--- src/hw/rtl/mpq_pkg.sv ---
`timescale 1ns / 1ps
// ----------------------------------------------------------------------------
// mpq_pkg
// shared types and codes for the unordered minimum priority queue
// ----------------------------------------------------------------------------
package mpq_pkg;

	localparam int VALUE_W = 32;
	localparam int STATUS_W = 2;
	localparam int OCC_W = 5;
	localparam int OUT_DATA_W = 40;

	// operation codes carried on s_tuser
	localparam logic OP_INSERT = 1'b0;
	localparam logic OP_REMOVE = 1'b1;

	typedef enum logic [STATUS_W-1:0] {
		ST_OK    = 2'd0,
		ST_EMPTY = 2'd1,
		ST_FULL  = 2'd2
	} status_t;

	typedef enum logic [2:0] {
		S_IDLE,
		S_SCAN,
		S_DRAIN,
		S_FIX,
		S_RESULT
	} state_t;

endpackage

--- src/hw/rtl/mpq_ram.sv ---
`timescale 1ns / 1ps
// ----------------------------------------------------------------------------
// mpq_ram
// generic simple dual-port ram, one write port, one registered read port
// ----------------------------------------------------------------------------
module mpq_ram #(
	parameter int WIDTH = 32,
	parameter int DEPTH = 16,
	parameter int ADDR_W = $clog2(DEPTH)
) (
	input  logic              clk,
	input  logic              wr_en,
	input  logic [ADDR_W-1:0] wr_addr,
	input  logic [WIDTH-1:0]  wr_data,
	input  logic              rd_en,
	input  logic [ADDR_W-1:0] rd_addr,
	output logic [WIDTH-1:0]  rd_data
);

	logic [WIDTH-1:0] mem [DEPTH];

	always_ff @(posedge clk) begin
		if (wr_en) begin
			mem[wr_addr] <= wr_data;
		end
		if (rd_en) begin
			rd_data <= mem[rd_addr];
		end
	end

endmodule

--- src/hw/rtl/min_priority_queue_scan.sv ---
`timescale 1ns / 1ps
// ----------------------------------------------------------------------------
// min_priority_queue_scan
// bounded unordered minimum priority queue, entries kept in one ram
// ----------------------------------------------------------------------------
//
// channel  dir  tdata                                   tuser
// s_*      in   [31:0] value                            [0] operation
// m_*      out  [31:0] removed_value, [36:32] occupancy  [1:0] status
//               [37] queue_empty, [39:38] zero
//
// sequence: an insert, a full insert or an empty remove goes from accept
//   through S_RESULT to the result register; a remove issues one ram read
//   per held entry in S_SCAN, takes the last read in S_DRAIN, writes the
//   hole fill in S_FIX and loads the result from S_RESULT once the output register is free
// reset: count and control clear at once, no clearing pass over the ram
// stalls: one transaction is in work at a time; a new one is taken while
//   the previous result still waits in the output register
//
module min_priority_queue_scan #(
	parameter int CAPACITY = 16
) (
	input  logic        clk,
	input  logic        arst_n,
	// input transactions
	input  logic        s_tvalid,
	output logic        s_tready,
	input  logic [31:0] s_tdata,   // [31:0] value
	input  logic        s_tuser,   // [0] operation
	// result transactions
	output logic        m_tvalid,
	input  logic        m_tready,
	output logic [39:0] m_tdata,   // [31:0] removed_value, [36:32] occupancy, [37] queue_empty
	output logic [1:0]  m_tuser    // [1:0] status
);

	localparam int IDX_W = $clog2(CAPACITY);
	localparam int CNT_W = $clog2(CAPACITY + 1);

	mpq_pkg::state_t state_q, state_d;

	// held entry count
	logic [CNT_W-1:0] count_q;

	// scan bookkeeping
	logic [IDX_W-1:0] scan_q;
	logic             vld_s1;
	logic [IDX_W-1:0] addr_s1;
	logic [31:0]      best_val_q;
	logic [IDX_W-1:0] best_idx_q;
	logic [31:0]      last_val_q;

	// result waiting for the output register
	mpq_pkg::status_t res_status_q;
	logic [31:0]      res_value_q;

	// output register
	logic             m_tvalid_q;
	mpq_pkg::status_t out_status_q;
	logic [31:0]      out_value_q;
	logic [4:0]       out_occ_q;
	logic             out_empty_q;

	// ram controls
	logic             wr_en;
	logic [IDX_W-1:0] wr_addr;
	logic [31:0]      wr_data;
	logic             rd_en;
	logic [31:0]      rd_data;

	logic accept;
	logic out_free;
	logic load_out;
	logic is_full;
	logic is_empty;
	logic scan_last;
	logic take_best;

	assign accept    = s_tvalid && s_tready;
	assign out_free  = !m_tvalid_q || m_tready;
	assign is_full   = (count_q >= CNT_W'(CAPACITY));
	assign is_empty  = (count_q == '0);
	assign scan_last = ((CNT_W'(scan_q) + CNT_W'(1)) == count_q);
	// first returned entry seeds the minimum, later ones replace it if smaller
	assign take_best = (addr_s1 == '0) || ($signed(rd_data) < $signed(best_val_q));

	mpq_ram #(
		.WIDTH (32),
		.DEPTH (CAPACITY)
	) u_store (
		.clk     (clk),
		.wr_en   (wr_en),
		.wr_addr (wr_addr),
		.wr_data (wr_data),
		.rd_en   (rd_en),
		.rd_addr (scan_q),
		.rd_data (rd_data)
	);

	// next state and ram controls; reads and writes never touch the ram in
	// the same cycle, since the fill write comes only after the scan drains
	always_comb begin
		state_d  = state_q;
		wr_en    = 1'b0;
		wr_addr  = IDX_W'(count_q);
		wr_data  = s_tdata;
		rd_en    = 1'b0;
		load_out = 1'b0;
		unique case (state_q)
			mpq_pkg::S_IDLE: begin
				if (accept) begin
					if (s_tuser == mpq_pkg::OP_INSERT) begin
						// store in the next free slot unless full
						wr_en   = !is_full;
						state_d = mpq_pkg::S_RESULT;
					end else if (is_empty) begin
						state_d = mpq_pkg::S_RESULT;
					end else begin
						state_d = mpq_pkg::S_SCAN;
					end
				end
			end
			mpq_pkg::S_SCAN: begin
				rd_en = 1'b1;
				if (scan_last) begin
					state_d = mpq_pkg::S_DRAIN;
				end
			end
			mpq_pkg::S_DRAIN: begin
				state_d = mpq_pkg::S_FIX;
			end
			mpq_pkg::S_FIX: begin
				// move the last held entry into the hole
				wr_en   = 1'b1;
				wr_addr = best_idx_q;
				wr_data = last_val_q;
				state_d = mpq_pkg::S_RESULT;
			end
			mpq_pkg::S_RESULT: begin
				if (out_free) begin
					load_out = 1'b1;
					state_d  = mpq_pkg::S_IDLE;
				end
			end
			default: begin
				state_d = mpq_pkg::S_IDLE;
			end
		endcase
	end

	always_ff @(posedge clk or negedge arst_n) begin
		if (!arst_n) begin
			state_q    <= mpq_pkg::S_IDLE;
			count_q    <= '0;
			scan_q     <= '0;
			vld_s1     <= 1'b0;
			m_tvalid_q <= 1'b0;
		end else begin
			state_q <= state_d;
			vld_s1  <= rd_en;
			if (state_q == mpq_pkg::S_IDLE && accept) begin
				scan_q <= '0;
				if (s_tuser == mpq_pkg::OP_INSERT && !is_full) begin
					count_q <= count_q + CNT_W'(1);
				end
			end else if (state_q == mpq_pkg::S_SCAN && !scan_last) begin
				scan_q <= scan_q + IDX_W'(1);
			end
			if (state_q == mpq_pkg::S_FIX) begin
				count_q <= count_q - CNT_W'(1);
			end
			if (load_out) begin
				m_tvalid_q <= 1'b1;
			end else if (m_tready) begin
				m_tvalid_q <= 1'b0;
			end
		end
	end

	// payload registers
	always_ff @(posedge clk) begin
		addr_s1 <= scan_q;
		if (vld_s1) begin
			if (take_best) begin
				best_val_q <= rd_data;
				best_idx_q <= addr_s1;
			end
			// the final read of the scan is the last held entry
			last_val_q <= rd_data;
		end
		if (state_q == mpq_pkg::S_IDLE && accept) begin
			res_value_q <= '0;
			if (s_tuser == mpq_pkg::OP_INSERT) begin
				res_status_q <= is_full ? mpq_pkg::ST_FULL : mpq_pkg::ST_OK;
			end else begin
				res_status_q <= is_empty ? mpq_pkg::ST_EMPTY : mpq_pkg::ST_OK;
			end
		end
		if (state_q == mpq_pkg::S_FIX) begin
			res_value_q <= best_val_q;
		end
		if (load_out) begin
			out_status_q <= res_status_q;
			out_value_q  <= res_value_q;
			out_occ_q    <= 5'(count_q);
			out_empty_q  <= is_empty;
		end
	end

	assign s_tready = (state_q == mpq_pkg::S_IDLE);
	assign m_tvalid = m_tvalid_q;
	assign m_tuser  = out_status_q;
	assign m_tdata  = {2'b00, out_empty_q, out_occ_q, out_value_q};

endmodule

--- config.mk ---
export PLATFORM = sky130hd
export DESIGN_NAME = min_priority_queue_scan
export DESIGN_NICKNAME = d
export VERILOG_FILES = /design/src/hw/rtl/mpq_pkg.sv /design/src/hw/rtl/mpq_ram.sv /design/src/hw/rtl/min_priority_queue_scan.sv
export SDC_FILE = /design/constraint.sdc
export NUM_CORES = 1
export LEC_CHECK = 0
export BUFFER_PORTS_ARGS = -buffer_cell sky130_fd_sc_hd__buf_2
export CELL_PAD_IN_SITES_DETAIL_PLACEMENT = 2
export CELL_PAD_IN_SITES_GLOBAL_PLACEMENT = 2
export CORE_MARGIN = 4
export CORE_UTILIZATION = 48
export DETAILED_ROUTE_END_ITERATION = 8
export PLACE_DENSITY_LB_ADDON = 0.1
export SLEW_MARGIN = 10
export SYNTH_ARGS = -nofsm -noshare
export SYNTH_HDL_FRONTEND = slang
export SYNTH_HIERARCHICAL = 1
export SYNTH_SLANG_ARGS = --single-unit
--- constraint.sdc ---
create_clock -name clk -period 6.04 [get_ports clk]
set_input_delay 0.906 -clock clk [delete_from_list [all_inputs] [get_ports clk]]
set_output_delay 0.906 -clock clk [all_outputs]
set_load 0.01 [all_outputs]
# Yosys cells after proc, flatten, opt, wreduce, memory -nomap -nowiden
# Memory sizes are Yosys's and may differ from the RTL's. A register that Yosys moved wholly into a read port is not among the register bits.
# Cells that the tools add are included.
word_totals:
  ff_bits: 160
  ram_bits: 512
  input_bits: 37
  output_inout_bits: 44
  wordCells: 78
  memories: 1
op_classes:
  add_sub_neg: 4
  magnitude_cmp: 2
  eq_ne: 8
  muxes: 28
  bitwise: 1
  n_reduce_logical: 19
mem_list:
  columns: ["memory", "depth", "width", "read_ports", "rd_ports_with_merged_regs", "wr", "line_no", "text"]
  rows:
  - ["u_store.mem", 16, 32, 1, 1, 1, "mpq_ram.sv:20", "logic [WIDTH-1:0] mem [DEPTH];"]
op_table:
  columns: ["operator", "count"]
  rows:
  - ["$mux W32", 3]
  - ["$lt A32 B32 Y1", 1]
  - ["$mux W3", 5]
  - ["$mux W5", 3]
  - ["$pmux W3 S5", 1]
  - ["$mux W4", 3]
  - ["$mux W1", 10]
  - ["$reduce_bool A2 Y1", 4]
  - ["$eq A3 B2 Y1 const B", 2]
  - ["$add A4 B1 Y5 const B", 1]
  - ["$add A5 B1 Y5 const B", 1]
  - ["$eq A5 B5 Y1", 1]
  - ["$ge A5 B5 Y1 const B", 1]
  - ["$logic_not A5 Y1", 1]
  - ["$sub A5 B1 Y5 const B", 1]
  - ["$add A4 B1 Y4 const B", 1]
  - ["$logic_and A1 B1 Y1", 4]
  - ["$logic_not A4 Y1", 1]
  - ["$mux W2", 2]
  - ["$ne A2 B2 Y1 const B", 2]
  - ["$reduce_and A2 Y1", 2]
  - ["$eq A3 B1 Y1 const B", 1]
  - ["$eq A3 B3 Y1 const B", 1]
  - ["$logic_not A1 Y1", 3]
  - ["6 further kinds", 7]

# Logic depth before layout (Yosys ltp)
depth:
  ltp_word: 7
  depth_mapped: 12
  mapped_depth_nobuf: 9

# Modules after synthesis
# Netlist, hierarchy kept.
by_module_without_submodules:
  columns: ["module", "instances", "cells_each", "area_per_inst_um2"]
  rows:
  - ["mpq_ram", 1, 838, 20155.6]
  - ["min_priority_queue_scan", 1, 513, 6666.4]

# Worst setup path before layout
# No wires, ideal clock.
synth_path:
  kind: "register -> register"
  startpoint: "reg u_store.rd_data[30] (read register of u_store.mem)"
  endpoint: "reg best_idx_q[0], enable pin"
  setup_time_ns: 0.484
  arrival_time_ns: 4.366
  setup_slack_ns: 1.190
  stages_incl_launch_ff: 8
  n_path_buf: 0
  cell_sequence: "edfxtp_1 ha_1 a21oi_1 nand2_1 a221o_1 a211o_1 a21bo_2 a211oi_1"
synth_between:
  elab_chain_cells: 3
synth_rtl:
  columns: ["element", "line_no", "text"]
  rows:
  - ["start: declaration", "mpq_ram.sv:17", "output logic [WIDTH-1:0] rd_data"]
  - ["$lt A32 B32 Y1", "min_priority_queue_scan.sv:85", "assign take_best = (addr_s1 == '0) || ($signed(rd_data) < $signed(best_val_q));"]
  - ["$logic_or A1 B1 Y1", "min_priority_queue_scan.sv:85", null]
  - ["$reduce_and A2 Y1 (no line)", null, null]
  - ["end signal: assignment", "min_priority_queue_scan.sv:186", "best_idx_q <= addr_s1;"]
  - ["end: declaration", "min_priority_queue_scan.sv:50", "logic [IDX_W-1:0] best_idx_q;"]
# No other way between the ends.
# A chain may end at the register's enable or synchronous reset.

# Worst setup path in the final report
layout_path:
  startpoint: "reg state_q[1]"
  endpoint: "mem u_store.mem[3][12], enable pin"
layout_lines:
  columns: ["element", "line_no", "text"]
  rows:
  - ["start: declaration", "min_priority_queue_scan.sv:40", "mpq_pkg::state_t state_q, state_d;"]
  - ["start signal: assignment", "min_priority_queue_scan.sv:153", "state_q <= mpq_pkg::S_IDLE;"]
  - ["start signal: assignment", "min_priority_queue_scan.sv:159", "state_q <= state_d;"]
  - ["$eq A3 B2 Y1", "min_priority_queue_scan.sv:109", "unique case (state_q)"]
  - ["$mux W4", "min_priority_queue_scan.sv:109", null]
  - ["net wr_addr[1]", "min_priority_queue_scan.sv:66", "logic [IDX_W-1:0] wr_addr;"]
  - ["end: declaration", "mpq_ram.sv:20", null]
# The timed path passes the listed nets, and every way through them passes these cells.

==> impl_results.md <==
* Status: completed
* CP Launch Point: state_q[1]
* CTS tree: yes
* Row cnt at 86
* Post-CTS setup repair buffer count at 0
* Worst VDD drop at 0.289 mV
* Worst slew margin at 0.196
* Pre-antenna DRT Iters at 5
* Dpl cells at 2,131
* Max stage delay on crit path at 1060 ps
* PortBufs at 78
* Tcrit/Tclk final at 0.719
* Most common cell in the netlist: edfxtp_1
* Clock tree buffer depth at 3
* Cell Count, Final, Fillers Out at 2,264
* Initial Util at 0.486
* Fmax at around 0.23 GHz
* Syn Inst Count at about 1,400
* Post-cts resize count at 0
* DR DRC count at 0
* Drt wl/cell at 33.0 um
* Synth cell types at 52
* Die height at 244 um
* CTS Hold Buffers Added at 0
* Area leader, netlist: edfxtp_1
* Largest net degree at the start of global routing at 66
* Slowest CP cell: nor2_4
* Post-synth top area share at 0.768
* Total CTS buffers at 74
* Clk sinks at 704
* Mapped Avg Cell Area at 19.9 um2
* Mapped cell area at 26,800 um2
* Critical path launch point type: register
* DRT Wirelength at 74,600 um
* Max H-tree Level at 3
* P per Cell Area at just under 500 nW/um2
* Buf/Inv on CP at 1
* Share of post-route cells with drive strength above 1 at 0.228
* Initial antenna violation count at 0
* Tmin final at 4340 ps
* 1st-iter DRT viols at 1,587
* Ys flop type: edfxtp_1
* Layout area overhead at 13.3%
* Via count at 13,600
* First-pass GRT wire length at 109,000 um
* Crit-path max FO at 43
* Max Slew Vio Count at 0
* Asr flop ratio synth at 0.0199
* Vias in the first global route at 14,800
* CP Class: register to register
* Yosys warnings at 6
* Post-route ant nets at 0
* Final setup TNS at 0 ps
* LEAKAGE at 10.1 nW
* Clk pin slew, worst setup/hold paths at 60 ps
* Worst-path cell chain: nand2_1, or2_4, inv_2, nand2_1, o21ai_1, nand2_1, nor2_4
* Synth area leaders: edfxtp_1, mux4_2, nand2_1, a22oi_1, ha_1
* GRT Total Usage at 0.254
* Die width at 244 um
* Final non-filler cell area at about 30,000 um2
* CP Data Arrival Time at 4560 ps
* Setup repair after global routing missed its margin: false
* Fill count at around 4,700
* Min-delay worst type: primary input to async pin
* Clk_skew at 26.8 ps
* Post-synthesis sequential area ratio at 0.784
* R2r startpoint: state_q[1]
* Fin. Hold Viols at 0
* Via density at 6.02
* Top delay family on crit path: simple AND/OR/NAND/NOR gates
* Most numerous cell on the critical path: nand2_1
* Skew-Pair Late Insertion Delay at 620 ps
* RD Place Congestion at 0.771
* Slew of the pin with the lowest slew margin at 1200 ps
* Number of synthesized flops with an enable pin at slightly below 700
* Core area at 55,200 um2
* Area after DPL at ~28,000 um2
* Final HPWL DP at 47,800 um
* Final setup viols at 0
* Nets at 1,532
* Global route total overflow at 0
* Max-cap viol count at 0
* Worst setup EP type: register
* # IOs at 81
* Root Buffer: clkbuf_16
* Die area at 59,700 um2
* Number of synthesized register bits at 704
* Commonest cells in the netlist: edfxtp_1, nand2_1, mux4_2
* Critical Path RT at about 6300 ps
==> sequential cells by signal, summed over array words and instances (netlist names) <==
name and count:
m_tuser 2, vld_s1 1, count_q 5, out_occ_q 5
m_tvalid 1, out_value_q 32, u_store/mem 512, best_idx_q 4
state_q 3, u_store/rd_data 32, res_value_q 32, out_empty_q 1
res_status_q 2, last_val_q 32, addr_s1 4, scan_q 4
best_val_q 32
==> kinds of logic after synthesis <==
| group | count (synthesis) | synth area share |
|---|---|---|
| AO/OA/AOI/OAI | 114 | 0.0308 |
| flip-flops | 704 | 0.784 |
| XOR/XNOR | 11 | 0.00359 |
| buffers and inverters | 101 | 0.0164 |
| AND/OR/NAND/NOR | 255 | 0.0400 |
| adder cells (fa/ha/maj) | 36 | 0.0171 |
| multiplexers | 129 | 0.108 |
| other | 1 | 0.000140 |
==> layout make-up <==
cell class | count | area, um2 | area share
inverter | 39 | 146 | 0.00482
clock inverter | 32 | 225 | 0.00741
clock buffer | 100 | 2010 | 0.0663
antenna | 1 | 2.50 | 0.0000824
sequential | 704 | 21000 | 0.692
multi-input combinational | 547 | 5510 | 0.181
timing repair buffer | 93 | 515 | 0.0170
tap | 748 | 936 | 0.0308
==> report_power, final <==
part	leakage, nW	switching [W]	internal [W]
clock network	1.08	0.00188	0.00246
logic	2.53	0.00248	0.00122
registers	6.45	0.000492	0.00658
total	10.1	0.00485	0.0103
==> cells in the final DEF, fill, tap and decap left out, drive strengths merged, types with 25 or more instances in the layout <==
cell      n
nand2   151
clkinv   25
nor2     58
ha       35
edfxtp  686
mux4    128
buf      93
inv      41
a22oi    64
clkbuf  100
==> per-layer routing <==
layer,up-vias,GRT usage,part of all wire
li1,5610,-,-
met5,-,0,0
met3,89,0.0503,0.070
met2,525,0.398,0.48
met1,7402,0.374,0.44
met4,0,0.0577,0.019
==> final timing paths <==
path | cells past startpoint | endpoint | slack, ps
max reg2reg | 7 | u_store/mem[3][12] | 1700
min in group clk | 0 | out_value_q[30] | 420
min reg2reg | 0 | out_value_q[30] | 420
max in group asynchronous | 1 | scan_q[1] | 5560
min | 1 | scan_q[3] | 190
max | 7 | u_store/mem[3][12] | 1700
==> per-stage QoR <==
step                      setup slack, ps   util  hold WS (ps)  total power (W)
after floorplan                      1190      -           400          0.00918
after global placement               2120  0.510           401           0.0105
after detailed placement             1670  0.510           405           0.0108
after CTS                            1560  0.550           168           0.0152
after global routing                 1430  0.550           198           0.0158
final                                1700  0.550           194           0.0151
Power figures use the tool's default switching activity.
